File: config.mk
export PLATFORM = sky130hd
export DESIGN_NAME = pc_queue
export DESIGN_NICKNAME = d
export VERILOG_FILES = /design/src/sv/pc_pkg.sv /design/src/sv/pc_queue.sv
export SDC_FILE = /design/constraint.sdc
export NUM_CORES = 1
export LEC_CHECK = 0
export ABC_AREA = 1
export BUFFER_PORTS_ARGS = -buffer_cell sky130_fd_sc_hd__buf_4
export CAP_MARGIN = 15
export CORE_ASPECT_RATIO = 0.8
export CORE_MARGIN = 2
export CORE_UTILIZATION = 52
export DETAILED_ROUTE_END_ITERATION = 10
export PLACE_DENSITY = 0.89
export SLEW_MARGIN = 30
export SYNTH_ARGS = -nofsm -noshare
export SYNTH_HDL_FRONTEND = slang
export SYNTH_SLANG_ARGS = --single-unit
File: constraint.sdc
create_clock -name clock -period 6.23 [get_ports clock]
set_input_delay 1.246 -clock clock [delete_from_list [all_inputs] [get_ports clock]]
set_output_delay 1.246 -clock clock [all_outputs]
set_load 0.005 [all_outputs]
File: src/sv/pc_pkg.sv
package pc_pkg;

   localparam int BYTE_W        = 8;
   localparam int HASH_BITS_DEF = 16;
   localparam int HASH_SHIFT    = 4;
   localparam int GROUP_SIZE    = 8;
   localparam int FILL_W        = $clog2(GROUP_SIZE);
   localparam int COUNT_W       = FILL_W + 1;
   localparam int QUEUE_DEPTH   = 2;
   localparam int QPTR_W        = $clog2(QUEUE_DEPTH);

   localparam logic [FILL_W-1:0] GROUP_LAST = FILL_W'(GROUP_SIZE - 1);

   // one finished group handed from the front to the back
   typedef struct packed {
      logic                                end_pkt;
      logic [COUNT_W-1:0]                  count;
      logic [BYTE_W-1:0]                   flags;
      logic [GROUP_SIZE-1:0][BYTE_W-1:0]   lits;
   } group_type;

endpackage

File: src/sv/pc_queue.sv
module pc_queue import pc_pkg::*; (
   input  logic       clock,
   input  logic       reset,
   input  logic       push,
   input  group_type  push_data,
   input  logic       pop,
   output logic       full,
   output logic       empty,
   output group_type  head
);

   group_type           entries_ff [QUEUE_DEPTH];
   logic [QPTR_W-1:0]   wr_ptr_ff;
   logic [QPTR_W-1:0]   rd_ptr_ff;
   logic [QPTR_W:0]     used_ff;

   assign full  = (used_ff == (QPTR_W+1)'(QUEUE_DEPTH));
   assign empty = (used_ff == '0);
   assign head  = entries_ff[rd_ptr_ff];

   always_ff @(posedge clock) begin
      if (push) begin
         entries_ff[wr_ptr_ff] <= push_data;
      end
   end

   always_ff @(posedge clock) begin
      if (reset) begin
         wr_ptr_ff <= '0;
         rd_ptr_ff <= '0;
         used_ff   <= '0;
      end else begin
         if (push) begin
            wr_ptr_ff <= wr_ptr_ff + QPTR_W'(1);
         end
         if (pop) begin
            rd_ptr_ff <= rd_ptr_ff + QPTR_W'(1);
         end
         if (push && !pop) begin
            used_ff <= used_ff + (QPTR_W+1)'(1);
         end else if (pop && !push) begin
            used_ff <= used_ff - (QPTR_W+1)'(1);
         end
      end
   end

   a_no_overflow: assert property (@(posedge clock) disable iff (reset)
      push |-> !full)
      else $error("group queue overflow");

   a_no_underflow: assert property (@(posedge clock) disable iff (reset)
      pop |-> !empty)
      else $error("group queue underflow");

endmodule

; Yosys cells after proc, flatten, opt, wreduce, memory -nomap -nowiden
; Memory sizes are Yosys's and may differ from the RTL's. A register that Yosys moved wholly into a read port is not among the register bits.
; Index checks and enable logic that the tools add are counted.
[op_classes]
n_eq_ne = 1
reduce_logical = 6
addsub = 4
mux = 6
[ops]
columns = cell, n
row1 = $mux 1, 4
row2 = $mux 2, 2
row3 = $add 1x1->1 const B, 2
row4 = $add 2x1->2 const B, 1
row5 = $eq 2x2->1 const B, 1
row6 = $logic_and 1x1->1, 2
row7 = $logic_not 1->1, 2
row8 = $logic_not 2->1, 1
row9 = $reduce_bool 2->1, 1
row10 = $sub 2x1->2 const B, 1
[totals]
output_inout_bits = 79
memories = 1
input_bits = 81
ff_bits = 4
word_cells = 21
ramBits = 154
[mem_list]
columns = name, depth, word_bits, read_ports, rd_clocked_by_memory_dff, write_ports, line_no
row1 = entries_ff, 2, 77, 1, 1, 1, pc_queue.sv:12  ; group_type entries_ff [QUEUE_DEPTH];

; Logic depth before layout (Yosys ltp)
[depth]
word_depth = 4
depth_mapped = 8
ltp_nobuf = 8

; Least setup slack after synthesis
; Ideal clock, no wire load.
[synth_path]
path_type = input-to-reg
start = input push
end = memory entries_ff[0][0] in the netlist's numbering (enable)
required_time_ns = 5.715
stages = 2
path_slack_ns = 1.203
setup_ns = 0.515
t_arrival_ns = 4.512
cell_sequence = inv_1 -> nor2_1
[synth_between]
elab_chain_cells = 2
[synth_lines]
columns = element, line_no
row1 = "start, declared", pc_queue.sv:4  ; input logic push,
row2 = $mux 1, pc_queue.sv:22  ; if (push) begin
row3 = $mux 1 (implied by the code), pc_queue.sv:23  ; entries_ff[wr_ptr_ff] <= push_data;
row4 = "end, declared", pc_queue.sv:12
; Every way passes these cells.

==> impl_metrics.py <==
metrics = {
    "run_status": {
        "status": "completed",
    },
    "setup_path": {
        "cp_slowest_cell": "dfxtp_4",
        "r2r_start": "wr_ptr_ff",
        "arrival_ns": 2.00,
        "cp_max_fo": 45,
        "start_kind": "register",
        "required_ns": 4.98,
        "path_cells": "buf_16, mux2_2, buf_4",
        "critPathMaxStageDelay_ns": 0.71,
        "worstSetupPathType": "register to output pin",
        "endpoint_kind": "output pin",
        "worstReg2RegEnd": "entries_ff[1][44]",
        "rrSetupSlack_ns": 4.25,
        "ff2ff_path_depth": 3,
    },
    "clock_network": {
        "clk-insertion-delay-late_ns": 0.41,
        "ctsLongestPathBuffers": 2,
        "cts_buffers": 17,
        "path_clk_slew_ns": 0.06,
        "post_cts_buffers": 0,
        "cts_max_level": 4,
        "cts_sinks": 159,
        "cts_resized": 0,
        "cts_tree": "built",
        "cts_root_buf": "clkbuf_16",
        "cts_hold_buffers": 0,
    },
    "timing": {
        "grt_setup_unrepaired": "false",
        "worst_pin_slew_ns": 0.629,
        "min_period_ns": 3.24,
        "fmax_ghz": 0.308,
        "slew-limit-headroom_pct": 58.0,
        "finClkSkew_ns": 0.00740,
        "slew_violations": 0,
        "whs_ns": 0.524,
        "hold_viol_final": 0,
        "period_share_pct": 52.1,
        "setup_viol_count_final": 0,
        "finalSetupTns_ns": 0,
    },
    "global_routing": {
        "grt_start_max_net_pins": 46,
        "antenna_found_initial": 0,
        "grt_overflow_total": 0,
        "grt_pass1_vias": 3152,
        "grt_pass1_wl_mm": 15.4,
        "grt_usage_pct": 17.4,
    },
    "yosys": {
        "synth_area_um2": 5920,
        "avgSynthCellArea_um2": 21.7,
        "ys_seq_area_share_pct": 79.8,
        "yosys_warnings": 0,
        "synth_cell_type_count": 17,
        "synth_seq_cells": 159,
        "syn_inst": 273,
        "syn-num-nets": 355,
    },
    "placed_design": {
        "io_buffers": 159,
        "gp_congestion": 0.716,
        "dpl.hpwl_mm": 7.02,
    },
    "layout": {
        "diodes": 0,
        "drive_gt1_share_pct": 59.5,
        "area_delta_synth_final_pct": 33.6,
        "layout.nets": 528,
    },
    "floorplanning": {
        "ios": 160,
        "die_w_um": 123,
        "core_area_um2": 11000,
        "die_h_um": 99.4,
        "fp-row-count": 34,
        "fp.dieArea_um2": 12300,
        "start_util_pct": 53.9,
    },
    "detailed_routing": {
        "drtAntennaViolNets": 0,
        "routed_via_density": 5.02,
        "drt-total-wl_mm": 10.5,
        "drc": 0,
        "wl_per_cell_um": 17.4,
        "vias": 3030,
        "drtIter0Drc": 158,
        "dr.pass1.iters": 4,
    },
    "pwr": {
        "intPower_uw": 2080,
        "power_uw": 2590,
        "powerDensity_nw_per_um2": 328,
        "switching_share_pct": 20.0,
        "seq_power_share_pct": 48.7,
        "peakVddDrop_v": 0.000322,
        "power_frac_clock_pct": 40.9,
        "power_switching_uw": 519,
        "p_leak_uw": 0.00307,
        "power_frac_comb_pct": 10.4,
    },
    "hold_path": {
        "hold_depth": 2,
        "hp-start": "rd_ptr_ff",
        "hp-class": "register to register",
    },
    "run": {
        "maxCapViolations": 0,
    },
}
-- cells by family after synthesis --
kind of cell | synth area share, %
adder cells (fa/ha/maj) | 0.211
flip-flops | 79.8
AO/OA/AOI/OAI | 0.169
AND/OR/NAND/NOR | 1.04
multiplexers | 16.6
XOR/XNOR | 0.148
buffers and inverters | 2.05
-- final cells by class --
class / instances / area, um2
inverter: 9 / 35.0
multi-input combinational: 96 / 1080
sequential: 159 / 4730
clock buffer: 18 / 429
fill: 667 / 3070
timing repair buffer: 163 / 1260
tap: 144 / 180
clock inverter: 14 / 189
-- stage by stage --
step	utilization (%)	cell area, um2	instances	setup slack (ns)
final	72.0	7910	603	2.99
after global routing	72.0	7910	603	2.89
after CTS	71.8	7880	602	2.95
after detailed placement	66.1	7260	570	2.97
after global placement	65.9	7230	569	3.04
after floorplan	-	5920	273	1.20
-- routing by layer --
layer  vias up  GRT usage [%]  routed length [um]
met5         -              0                   0
met4         0           7.95                 165
met3        16           6.08                 858
met2       125           28.8                5300
met1      1482           20.5                4170
li1       1407              -                   -
-- state kept, by name (all words and copies together), names as in the netlist, named ones only --
| signal | count |
|---|---|
| used_ff | 2 |
| wr_ptr_ff | 1 |
| rd_ptr_ff | 1 |
| entries_ff | 154 |
-- power by group through the flow --
| stage | sequential [uW] | combinational [uW] | clock (uW) |
|---|---|---|---|
| after floorplan | 1270 | 137 | 0 |
| after global placement | 1290 | 251 | 0 |
| after detailed placement | 1290 | 271 | 0 |
| after CTS | 1260 | 273 | 1080 |
| after global routing | 1270 | 292 | 1120 |
| final | 1260 | 271 | 1060 |
-- synth_stat cells --
cell type,count,area share [%]
o21ai_0,1,0.084
edfxtp_1,154,78
xnor2_1,1,0.15
dfxtp_1,5,1.7
buf_8,3,0.76
ha_1,1,0.21
nand3_1,1,0.084
mux2_2,47,8.9
nand4_1,1,0.11
nor2_1,7,0.44
nand2_1,5,0.32
buf_6,2,0.38
a21oi_1,1,0.084
nor3_1,1,0.084
buf_2,4,0.34
mux2_4,30,7.6
inv_1,9,0.57
-- worst max path at each step --
| stage | slack, ns | depth (start not counted) | endpoint |
|---|---|---|---|
| global route | 2.89 | 3 | head[17] |
| CTS | 2.95 | 3 | head[69] |
| global placement | 3.04 | 4 | entries_ff[0][75] |
| detailed placement | 2.97 | 4 | entries_ff[0][4] |
| finish | 2.99 | 3 | head[17] |
| floorplan | 1.20 | 2 | entries_ff[0][0] |
-- cell usage in the layout (no fill, tap or decap), drive strengths merged --
| cell type | synthesis | final |
|---|---|---|
| nand4 | 1 | 1 |
| ha | 1 | 1 |
| xnor2 | 1 | 1 |
| dfxtp | 5 | 5 |
| edfxtp | 154 | 154 |
| o21ai | 1 | 1 |
| a21oi | 1 | 1 |
| clkinvlp | 0 | 2 |
| inv | 9 | 10 |
| mux2 | 77 | 77 |
| nand3 | 1 | 1 |
| clkbuf | 0 | 18 |
| clkinv | 0 | 7 |
| nor3 | 1 | 1 |
| bufinv | 0 | 4 |
| buf | 9 | 163 |
| nand2 | 5 | 5 |
| nor2 | 7 | 7 |
-- worst max-delay path: cells and delay by family (launching register included) --
family,cells,cell delay [ns]
DFF,1,0.71
buffers and inverters,2,0.45
muxes,1,0.38
(Power assumes the default switching activity.)
