[src/sv/pc_pkg.sv]
package pc_pkg;

   localparam int BYTE_W        = 8;
   localparam int HASH_BITS_DEF = 16;
   localparam int HASH_SHIFT    = 4;
   localparam int GROUP_SIZE    = 8;
   localparam int FILL_W        = $clog2(GROUP_SIZE);
   localparam int COUNT_W       = FILL_W + 1;
   localparam int QUEUE_DEPTH   = 2;
   localparam int QPTR_W        = $clog2(QUEUE_DEPTH);

   localparam logic [FILL_W-1:0] GROUP_LAST = FILL_W'(GROUP_SIZE - 1);

   // one finished group handed from the front to the back
   typedef struct packed {
      logic                                end_pkt;
      logic [COUNT_W-1:0]                  count;
      logic [BYTE_W-1:0]                   flags;
      logic [GROUP_SIZE-1:0][BYTE_W-1:0]   lits;
   } group_type;

endpackage

[src/sv/pc_channels.sv]


interface pc_rsp_if import pc_pkg::*; ();
   logic              valid;
   logic              ready;
   logic [BYTE_W-1:0] out_byte;
   logic              is_flag_byte;
   logic              run_last;
   logic              packet_done;

   modport source (output valid, output out_byte, output is_flag_byte,
                   output run_last, output packet_done, input ready);
   modport sink   (input valid, input out_byte, input is_flag_byte,
                   input run_last, input packet_done, output ready);
endinterface

[src/sv/pc_back.sv]
module pc_back import pc_pkg::*; (
   input  logic       clock,
   input  logic       reset,
   input  logic       q_empty,
   input  group_type  q_head,
   output logic       q_pop,
   pc_rsp_if.source   rsp_ch
);

   // position within the group: flag byte first, then literals
   logic [COUNT_W-1:0]  pos_ff;
   logic                rsp_valid_ff;
   logic [BYTE_W-1:0]   out_byte_ff;
   logic                is_flag_ff;
   logic                run_last_ff;
   logic                done_ff;

   logic                emit;
   logic                last;
   logic [FILL_W-1:0]   lit_idx;
   logic [BYTE_W-1:0]   sel_byte;

   assign emit     = !q_empty && (!rsp_valid_ff || rsp_ch.ready);
   assign last     = (pos_ff == q_head.count);
   assign lit_idx  = FILL_W'(pos_ff - COUNT_W'(1));
   assign sel_byte = (pos_ff == '0) ? q_head.flags : q_head.lits[lit_idx];
   assign q_pop    = emit && last;

   assign rsp_ch.valid        = rsp_valid_ff;
   assign rsp_ch.out_byte     = out_byte_ff;
   assign rsp_ch.is_flag_byte = is_flag_ff;
   assign rsp_ch.run_last     = run_last_ff;
   assign rsp_ch.packet_done  = done_ff;

   always_ff @(posedge clock) begin
      if (reset) begin
         pos_ff       <= '0;
         rsp_valid_ff <= 1'b0;
      end else begin
         if (emit) begin
            rsp_valid_ff <= 1'b1;
            pos_ff       <= last ? '0 : pos_ff + COUNT_W'(1);
         end else if (rsp_ch.ready) begin
            rsp_valid_ff <= 1'b0;
         end
      end
   end

   always_ff @(posedge clock) begin
      if (emit) begin
         out_byte_ff <= sel_byte;
         is_flag_ff  <= (pos_ff == '0);
         run_last_ff <= last;
         done_ff     <= last && q_head.end_pkt;
      end
   end

   a_pos_in_group: assert property (@(posedge clock) disable iff (reset)
      !q_empty |-> pos_ff <= q_head.count)
      else $error("emit position beyond literal count");

endmodule
[src/flat_wrapper.sv]
// flat-port wrapper written by rule: the top's interface ports become plain ports
module pc_back_flat import pc_pkg::*;
  (clock, reset, q_empty, q_head, q_pop, rsp_ch_valid, rsp_ch_out_byte, rsp_ch_is_flag_byte, rsp_ch_run_last, rsp_ch_packet_done, rsp_ch_ready);
  pc_rsp_if rsp_ch_i ();
  input  logic clock;
  input  logic reset;
  input  logic q_empty;
  input  group_type q_head;
  output logic q_pop;
  output wire logic [$bits(rsp_ch_i.valid)-1:0] rsp_ch_valid;
  output wire logic [$bits(rsp_ch_i.out_byte)-1:0] rsp_ch_out_byte;
  output wire logic [$bits(rsp_ch_i.is_flag_byte)-1:0] rsp_ch_is_flag_byte;
  output wire logic [$bits(rsp_ch_i.run_last)-1:0] rsp_ch_run_last;
  output wire logic [$bits(rsp_ch_i.packet_done)-1:0] rsp_ch_packet_done;
  input wire logic [$bits(rsp_ch_i.ready)-1:0] rsp_ch_ready;
  assign rsp_ch_valid = rsp_ch_i.valid;
  assign rsp_ch_out_byte = rsp_ch_i.out_byte;
  assign rsp_ch_is_flag_byte = rsp_ch_i.is_flag_byte;
  assign rsp_ch_run_last = rsp_ch_i.run_last;
  assign rsp_ch_packet_done = rsp_ch_i.packet_done;
  assign rsp_ch_i.ready = rsp_ch_ready;
  pc_back u_core (.clock(clock), .reset(reset), .q_empty(q_empty), .q_head(q_head), .q_pop(q_pop), .rsp_ch(rsp_ch_i));
endmodule
[config.mk]
export PLATFORM = sky130hd
export DESIGN_NAME = pc_back_flat
export DESIGN_NICKNAME = d
export VERILOG_FILES = /design/src/sv/pc_pkg.sv /design/src/sv/pc_channels.sv /design/src/sv/pc_back.sv /design/src/flat_wrapper.sv
export SDC_FILE = /design/constraint.sdc
export NUM_CORES = 1
export LEC_CHECK = 0
export BUFFER_PORTS_ARGS = -buffer_cell sky130_fd_sc_hd__buf_4
export CAP_MARGIN = 30
export CORE_MARGIN = 2
export CORE_UTILIZATION = 40
export DETAILED_ROUTE_END_ITERATION = 10
export PLACE_DENSITY = 0.8
export SYNTH_ARGS = -nofsm -noshare
export SYNTH_HDL_FRONTEND = slang
export SYNTH_SLANG_ARGS = --single-unit
[constraint.sdc]
create_clock -name clock -period 2.35 [get_ports clock]
set_input_delay 0.47 -clock clock [delete_from_list [all_inputs] [get_ports clock]]
set_output_delay 0.47 -clock clock [all_outputs]
set_load 0.05 [all_outputs]
# After elaboration in Yosys (flattened, before gate mapping)
# Cells that the tools add are included.
op_classes:
  n_addsub: 2
  order_cmp: 1
  n_eq_ne: 1
  mux: 6
  reduce_logical: 8
ops:
  columns: ["cell", "n"]
  rows:
  - ["$bmux 8 s3", 1]
  - ["$mux 8", 2]
  - ["$add 4x1->4 const B", 1]
  - ["$eq 4x4->1", 1]
  - ["$logic_not 4->1", 1]
  - ["$lt 3x4->1 const B", 1]
  - ["$mux 4", 1]
  - ["$logic_and 1x1->1", 3]
  - ["$sub 3x1->3 const B", 1]
  - ["$logic_not 1->1", 2]
  - ["$mux 1", 2]
  - ["$reduce_bool 2->1", 1]
  - ["$logic_or 1x1->1", 1]
word_totals:
  ff_bits: 16
  input_bits: 81

# Depth between registers and ports, before layout
# Gate-level depths: netlist (run 1).
depth:
  depth_word: 4
  ltp_mapped: 8
  ltp_nobuf: 6

# Least setup slack after synthesis (run 1)
# Ideal clock, no wire load.
synth_path:
  kind: "flip-flop to output port"
  start: "register u_core.rsp_valid_ff, in the netlist u_core.rsp_ch.valid"
  end: "output port q_pop"
  arrival_ns: 1.662
  setup_slack_ns: 0.218
  stages_incl_launch_ff: 5
  path_buffers: 1
  path_cell_list: "dfxtp_1 > nor2b_1 > or2_1 > buf_2 > nor2_1"
synth_between:
  elab_chain_len: 4
synth_rtl:
  columns: ["item", "line", "source"]
  rows:
  - ["start, declared", "pc_back.sv:12", "logic rsp_valid_ff;"]
  - ["start signal, assigned", "pc_back.sv:38", "rsp_valid_ff <= 1'b0;"]
  - ["start signal, assigned", "pc_back.sv:41", "rsp_valid_ff <= 1'b1;"]
  - ["start signal, assigned", "pc_back.sv:44", "rsp_valid_ff <= 1'b0;"]
  - ["$logic_not 1->1", "pc_back.sv:23", "assign emit = !q_empty && (!rsp_valid_ff || rsp_ch.ready);"]
  - ["$logic_or 1x1->1", "pc_back.sv:23", null]
  - ["$logic_and 1x1->1", "pc_back.sv:23", null]
  - ["$logic_and 1x1->1", "pc_back.sv:27", "assign q_pop = emit && last;"]
  - ["end, declared", "flat_wrapper.sv:9", "output logic q_pop;"]
# No other way between the ends.

# Final worst setup path (run 1)
layout_path:
  start: "register u_core.pos_ff[0]"
  end: "output port q_pop"
layout_between:
  elab_chain_len: 2
layout_rtl:
  columns: ["item", "line", "source"]
  rows:
  - ["start, declared", "pc_back.sv:11", "logic [COUNT_W-1:0] pos_ff;"]
  - ["start signal, assigned", "pc_back.sv:42", "pos_ff <= last ? '0 : pos_ff + COUNT_W'(1);"]
  - ["$eq 4x4->1", "pc_back.sv:24", "assign last = (pos_ff == q_head.count);"]
  - ["$logic_and 1x1->1", "pc_back.sv:27", null]
# No other way between the ends.

==> results of run 1 <==
[cell usage after synthesis]
cell	number
a21oi_1	3
a21oi_4	1
a31oi_1	2
and2_1	1
and2b_1	1
buf_2	3
buf_6	4
dfxtp_1	5
edfxtp_1	11
ha_1	3
inv_1	6
mux4_2	16
nand2_1	4
nand2_8	1
nand2b_1	1
nand3_1	5
nand3b_1	1
nand4_1	1
nand4b_1	1
nor2_1	17
nor2_2	1
nor2b_1	2
o22ai_1	7
o22ai_2	1
or2_1	1
or3b_4	1
xnor2_1	5
[final cells by class]
| class | count | share of cell area |
|---|---|---|
| clock buffers | 4 | 0.0179 |
| multi-input cells | 76 | 0.367 |
| flip-flops and latches | 16 | 0.212 |
| well taps | 44 | 0.0271 |
| inverters | 6 | 0.0111 |
| repair buffers | 98 | 0.365 |
[cells by family after synthesis]
| kind of cell | synth area share |
|---|---|
| AND/OR/NAND/NOR | 0.161 |
| XOR/XNOR | 0.0348 |
| adder cells (fa/ha/maj) | 0.0299 |
| AO/OA/AOI/OAI | 0.0796 |
| buffers and inverters | 0.0657 |
| multiplexers | 0.287 |
| flip-flops | 0.342 |
[timing repair]
action | 4_1_cts | 5_1_grt
gates resized for setup | 0 | 1
endpoints found under the hold margin | 0 | 0
hold buffers | 0 | 0
setup buffers | 0 | 3
setup endpoints to repair | 0 | 1
[cell usage in the layout, fill, tap and decap left out, drive strengths merged]
cell	count
or3b	1
nand2	5
nand3	5
a21oi	4
xnor2	5
nand2b	1
inv	6
ha	3
edfxtp	11
nor2b	2
o22ai	8
nand4	1
dfxtp	5
and2b	1
clkbuf	4
or2	1
a31oi	2
and2	1
mux4	16
nor2	18
buf	98
nand4b	1
nand3b	1
[sequential cells by signal, indices dropped and copies added, names as in the netlist]
name                        flops
u_core.pos_ff                   4
u_core.rsp_ch.is_flag_byte      1
u_core.rsp_ch.out_byte          8
u_core.rsp_ch.packet_done       1
u_core.rsp_ch.run_last          1
u_core.rsp_ch.valid             1
[power by group]
group | internal, W | switching [W]
Sequential | 0.000332 | 0.00000828
Clock | 0.0000946 | 0.0000972
Combinational | 0.000227 | 0.000210
[layer usage]
metal	part of all wire	vias to the layer above
li1	-	588
met1	0.38	563
met2	0.53	56
met3	0.058	11
met4	0.030	0
met5	0	-
[how the worst min path moves through the flow]
stage | slack, ns | cells after the start | startpoint | to
floorplan | 0.48 | 2 | u_core.pos_ff[1] | u_core.pos_ff[1]
global placement | 0.50 | 2 | u_core.pos_ff[1] | u_core.pos_ff[1]
detailed placement | 0.52 | 2 | u_core.pos_ff[1] | u_core.pos_ff[1]
CTS | 0.33 | 2 | q_empty | u_core.rsp_ch.valid
global route | 0.33 | 2 | q_empty | u_core.rsp_ch.valid
finish | 0.33 | 2 | q_empty | u_core.rsp_ch.valid
[worst max-delay path, stage by stage (launching register included)]
cell	delay, ns
dfxtp_1	0.36
buf_6	0.26
xnor2_1	0.16
nand4_1	0.26
nor2_1	0.17
buf_4	0.21
[per-stage QoR]
step	hold WS, ns	utilization	setup WS [ns]	instance area (sq um)	cells
6_report	0.332	0.670	0.155	2030	244
5_1_grt	0.329	0.670	0.0101	2030	244
4_1_cts	0.331	0.661	0.0148	2000	241
3_5_place_dp	0.519	0.649	0.354	1970	237
3_3_place_gp	0.499	0.649	0.434	1970	237
2_1_floorplan	0.479	-	0.218	1260	105
==> impl_results.md, run 1 <==
* First-pass GRT wire length at just under 6000 microns
* Largest net degree at the start of global routing at 21
* Detail Route Antenna Nets at 0
* Max VDD drop at just over 200 uV
* Rows at 20
* First-pass iteration count of the detailed router at 4
* Initial antenna violation count at 0
* H-tree lvl count at 1
* Routed length per instance at 15.2 microns
* CTS tree: yes
* Worst Clk Skew at 0.00575 ns
* Mean area per synthesized cell at about 12 sq um
* Final setup vio count at 0
* Gate Count Post-Synth at 105
* R2r endpoint: u_core.rsp_ch.out_byte[6]
* Drt initial violations at 62
* Die W at between 60 and 70 microns
* Final GP Congestion at around 0.8
* Setup_tns at 0 ns
* Via density at around 5
* Fin. max-slew vios at 0
* Worst slew margin at 0.627
* Synth unique cells at 27
* Power Total at 0.000970 W
* Reg2Reg Setup Slack at between 0.3 and 0.4 ns
* Starting density of the core at 0.415
* Area grow syn2layout at 61.3%
* Clk_lat worst skew at approximately 0.3 ns
* Power Density at 478 mW/mm^2
* Die Area at 0.00361 sq mm
* Minimum clock period at between 2 and 2.5 ns
* Mapped Area at 0.00126 sq mm
* Worst-path clk slew at about 0.10 ns
* Unrepaired setup endpoints after global routing: false
* Met1 Use GR at 0.254
* Synth warn at 0
* Achievable Freq at about 460 MHz
* CTS max path bufs at 2
* Antenna cells at 0
* Post-synth top area cell: mux4_2
* Crit Path Max Fanout at 20
* Vias in the first global route at between 1000 and 1500
* Final WL at 3710 microns
* Global Route Usage Sum at 0.219
* Fillers at between 200 and 300
* Crit path from: u_core.pos_ff[0]
* Worst path required time at around 1.9 ns
* Via count at between 1000 and 1500
* Storage cell area at 430 sq um
* CP Class: reg -> out
* Least-Margin Pin Slew at ~0.56 ns
* Num ports at 94
* Yosys reg bits at 16
* Yosys top cell area share at 0.287
* Outcome: finished clean
* Crit path DAT at about 1.7 ns
* Fin nets at ~290
* Post-DP HPWL at approximately 3100 microns
* Grt ovf at 0
* Period utilization at 0.934
* Reg2Reg Depth at 6
* Core area at roughly 0.0030 sq mm
* Die height at about 60 microns
* Num CTS Buffers at 3
* Synth top area cells: mux4_2 29%, edfxtp_1 26%, dfxtp_1 8.0%, nor2_1 5.1%, buf_6 3.6%
* Worst r2r src: u_core.pos_ff[1]
* CP startpoint kind: register
* Residual DRC at 0
* Crit path to: q_pop
* Final Hold Violating Endpoints at 0
* Met2 Track Usage GR at 0.388
* Layout cell share with drive strength beyond 1 at 0.615
* I/O Buffers at 93
* Post-Syn Nets at 189
* Sink Count at 16
* Root Buffer: clkbuf_4
* Multi-input combinational cell area at between 700 and 800 sq um
* Gr busiest metal: met2
* Total of max-cap violations at 0
* Leakage at between 0.8 and 0.9 nW
* Sequential fraction of the synthesis area at 0.342
* CP endpoint kind: output port
* Routing usage on met3 at 0.0303
* Worst hold path class: in -> reg
(Power assumes the default switching activity.)
==> run 2, diff against run 1 <==
CORE_UTILIZATION = 41   (was 40)
CTS_BUF_LIST = sky130_fd_sc_hd__clkbuf_8   (was not set)
PLACE_DENSITY = 0.82   (was 0.8)
==> impl_results.md, run 2 (synthesized netlist as in run 1, its figures left out) <==
* Outcome: finished clean
* Worst slew margin at 0.612
* Storage cell area at approximately 430 sq um
* Power Total at slightly above 0.001 W
* Root Buffer: clkbuf_8
* Via density at 5.43
* CP Class: reg -> out
* Total of max-cap violations at 0
* Most frequent cells in the layout: 96 x buf_4, 17 x nor2_1, 16 x mux4_2, 11 x edfxtp_1, 7 x o22ai_1
* Worst path required time at approximately 1.9 ns
* Area grow syn2layout at 60.2%
* I/O Buffers at between 90 and 100
* First-pass GRT wire length at 5840 microns
* Crit Path Max Fanout at 20
* Least-Margin Pin Slew at around 0.58 ns
* Residual DRC at 0
* Achievable Freq at approximately 490 MHz
* Worst Hold Path Cells at 2
* Slowest cell on crit path: dfxtp_1
* Global Route Usage Sum at 0.224
* H-tree lvl count at 1
* CP max stage delay at 0.33 ns
* Post-DP HPWL at 3060 microns
* Clk_lat worst skew at ~0.24 ns
* Starting density of the core at 0.422
* Routed length per instance at ~16 microns
* Power Density at about 500 mW/mm^2
* Drt initial violations at between 60 and 70
* Detail Route Antenna Nets at 0
* Final setup vio count at 0
* Minimum clock period at between 2 and 2.5 ns
* Reg2Reg Depth at 6
* Setup_tns at 0 ns
* CP endpoint kind: output port
* Largest net degree at the start of global routing at 21
* Core area at 0.00298 sq mm
* Layout cell share with drive strength beyond 1 at 0.611
* Antenna cells at 0
* Worst-path clk slew at 0.07 ns
* Initial antenna violation count at 0
* Fillers at 218
* Grt ovf at 0
* Num CTS Buffers at 3
* Post-CTS setup buffers at 0
* Most used cell, CP: buf_4
* Final WL at around 3700 microns
* CP startpoint kind: register
* Most common cell after layout, fill and taps aside: buf_4
* # resized after CTS at 0
* Leakage at 0.872 nW
* Num ports at between 90 and 100
* Via count at between 1000 and 1500
* Crit-path cells: buf_4 > xnor2_1 > nand4_1 > nor2_1 > buf_4
* CTS tree: yes
* Max VDD drop at approximately 240 uV
* Worst hold path class: in -> reg
* Multi-input combinational cell area at 744 sq um
* Hold Buf Count CTS at 0
* Sink Count at 16
* Crit path DAT at between 1.5 and 2 ns
* Period utilization at 0.862
* Die W at between 50 and 60 microns
* Unrepaired setup endpoints after global routing: false
* Die Area at 0.00353 sq mm
* Final Hold Violating Endpoints at 0
* Vias in the first global route at roughly 1200
* Die height at between 50 and 60 microns
* Final GP Congestion at 0.824
* Fin nets at 283
* Max reg flops at 8
* Worst Clk Skew at 0.00145 ns
* Rows at 20
* First-pass iteration count of the detailed router at 4
* CTS max path bufs at 2
* Fin. max-slew vios at 0
==> run 2: cell type report <==
cell class,count,share of cell area
inverters,6,0.0112
clock buffers,4,0.0273
multi-input cells,76,0.370
repair buffers,96,0.358
well taps,33,0.0205
flip-flops and latches,16,0.214
==> run 2: worst max-delay path, delay by kind of cell (launching register included) <==
family | cells | cell delay (ns)
DFF | 1 | 0.33
xor gates and xnor gates | 1 | 0.19
buffers and inverters | 2 | 0.53
and+or+nand+nor | 2 | 0.26
==> run 2: path summary, 6_finish.rpt <==
path	from	slack, ns	end
worst max-delay path	u_core.pos_ff[0]	0.32	q_pop
worst max register to register	u_core.pos_ff[1]	0.42	u_core.rsp_ch.out_byte[2]
worst min register to register	u_core.pos_ff[1]	0.52	u_core.pos_ff[1]
worst min-delay path	q_empty	0.40	u_core.rsp_ch.valid
==> run 2: stage by stage <==
stage,util,hold slack (ns),instances,instance area [sq um],setup WS (ns)
3_3_place_gp,0.658,0.497,227,1960,0.495
2_1_floorplan,-,0.479,105,1260,0.218
4_1_cts,0.676,0.403,231,2010,0.302
3_5_place_dp,0.658,0.511,227,1960,0.442
6_report,0.676,0.398,231,2010,0.323
5_1_grt,0.676,0.407,231,2010,0.202
==> run 2: layer usage <==
metal,share of wire,GRT usage,vias up
li1,-,-,585
met1,0.39,0.304,597
met4,0.019,0.0747,0
met3,0.096,0.0437,6
met5,0,0,-
met2,0.49,0.358,66
==> run 2: where the power goes <==
part	leakage [nW]	internal, W	switching, W	total (W)
Combinational	0.696	0.000224	0.000212	0.000436
Clock	0.0288	0.000148	0.0000964	0.000245
Sequential	0.147	0.000333	0.00000923	0.000342
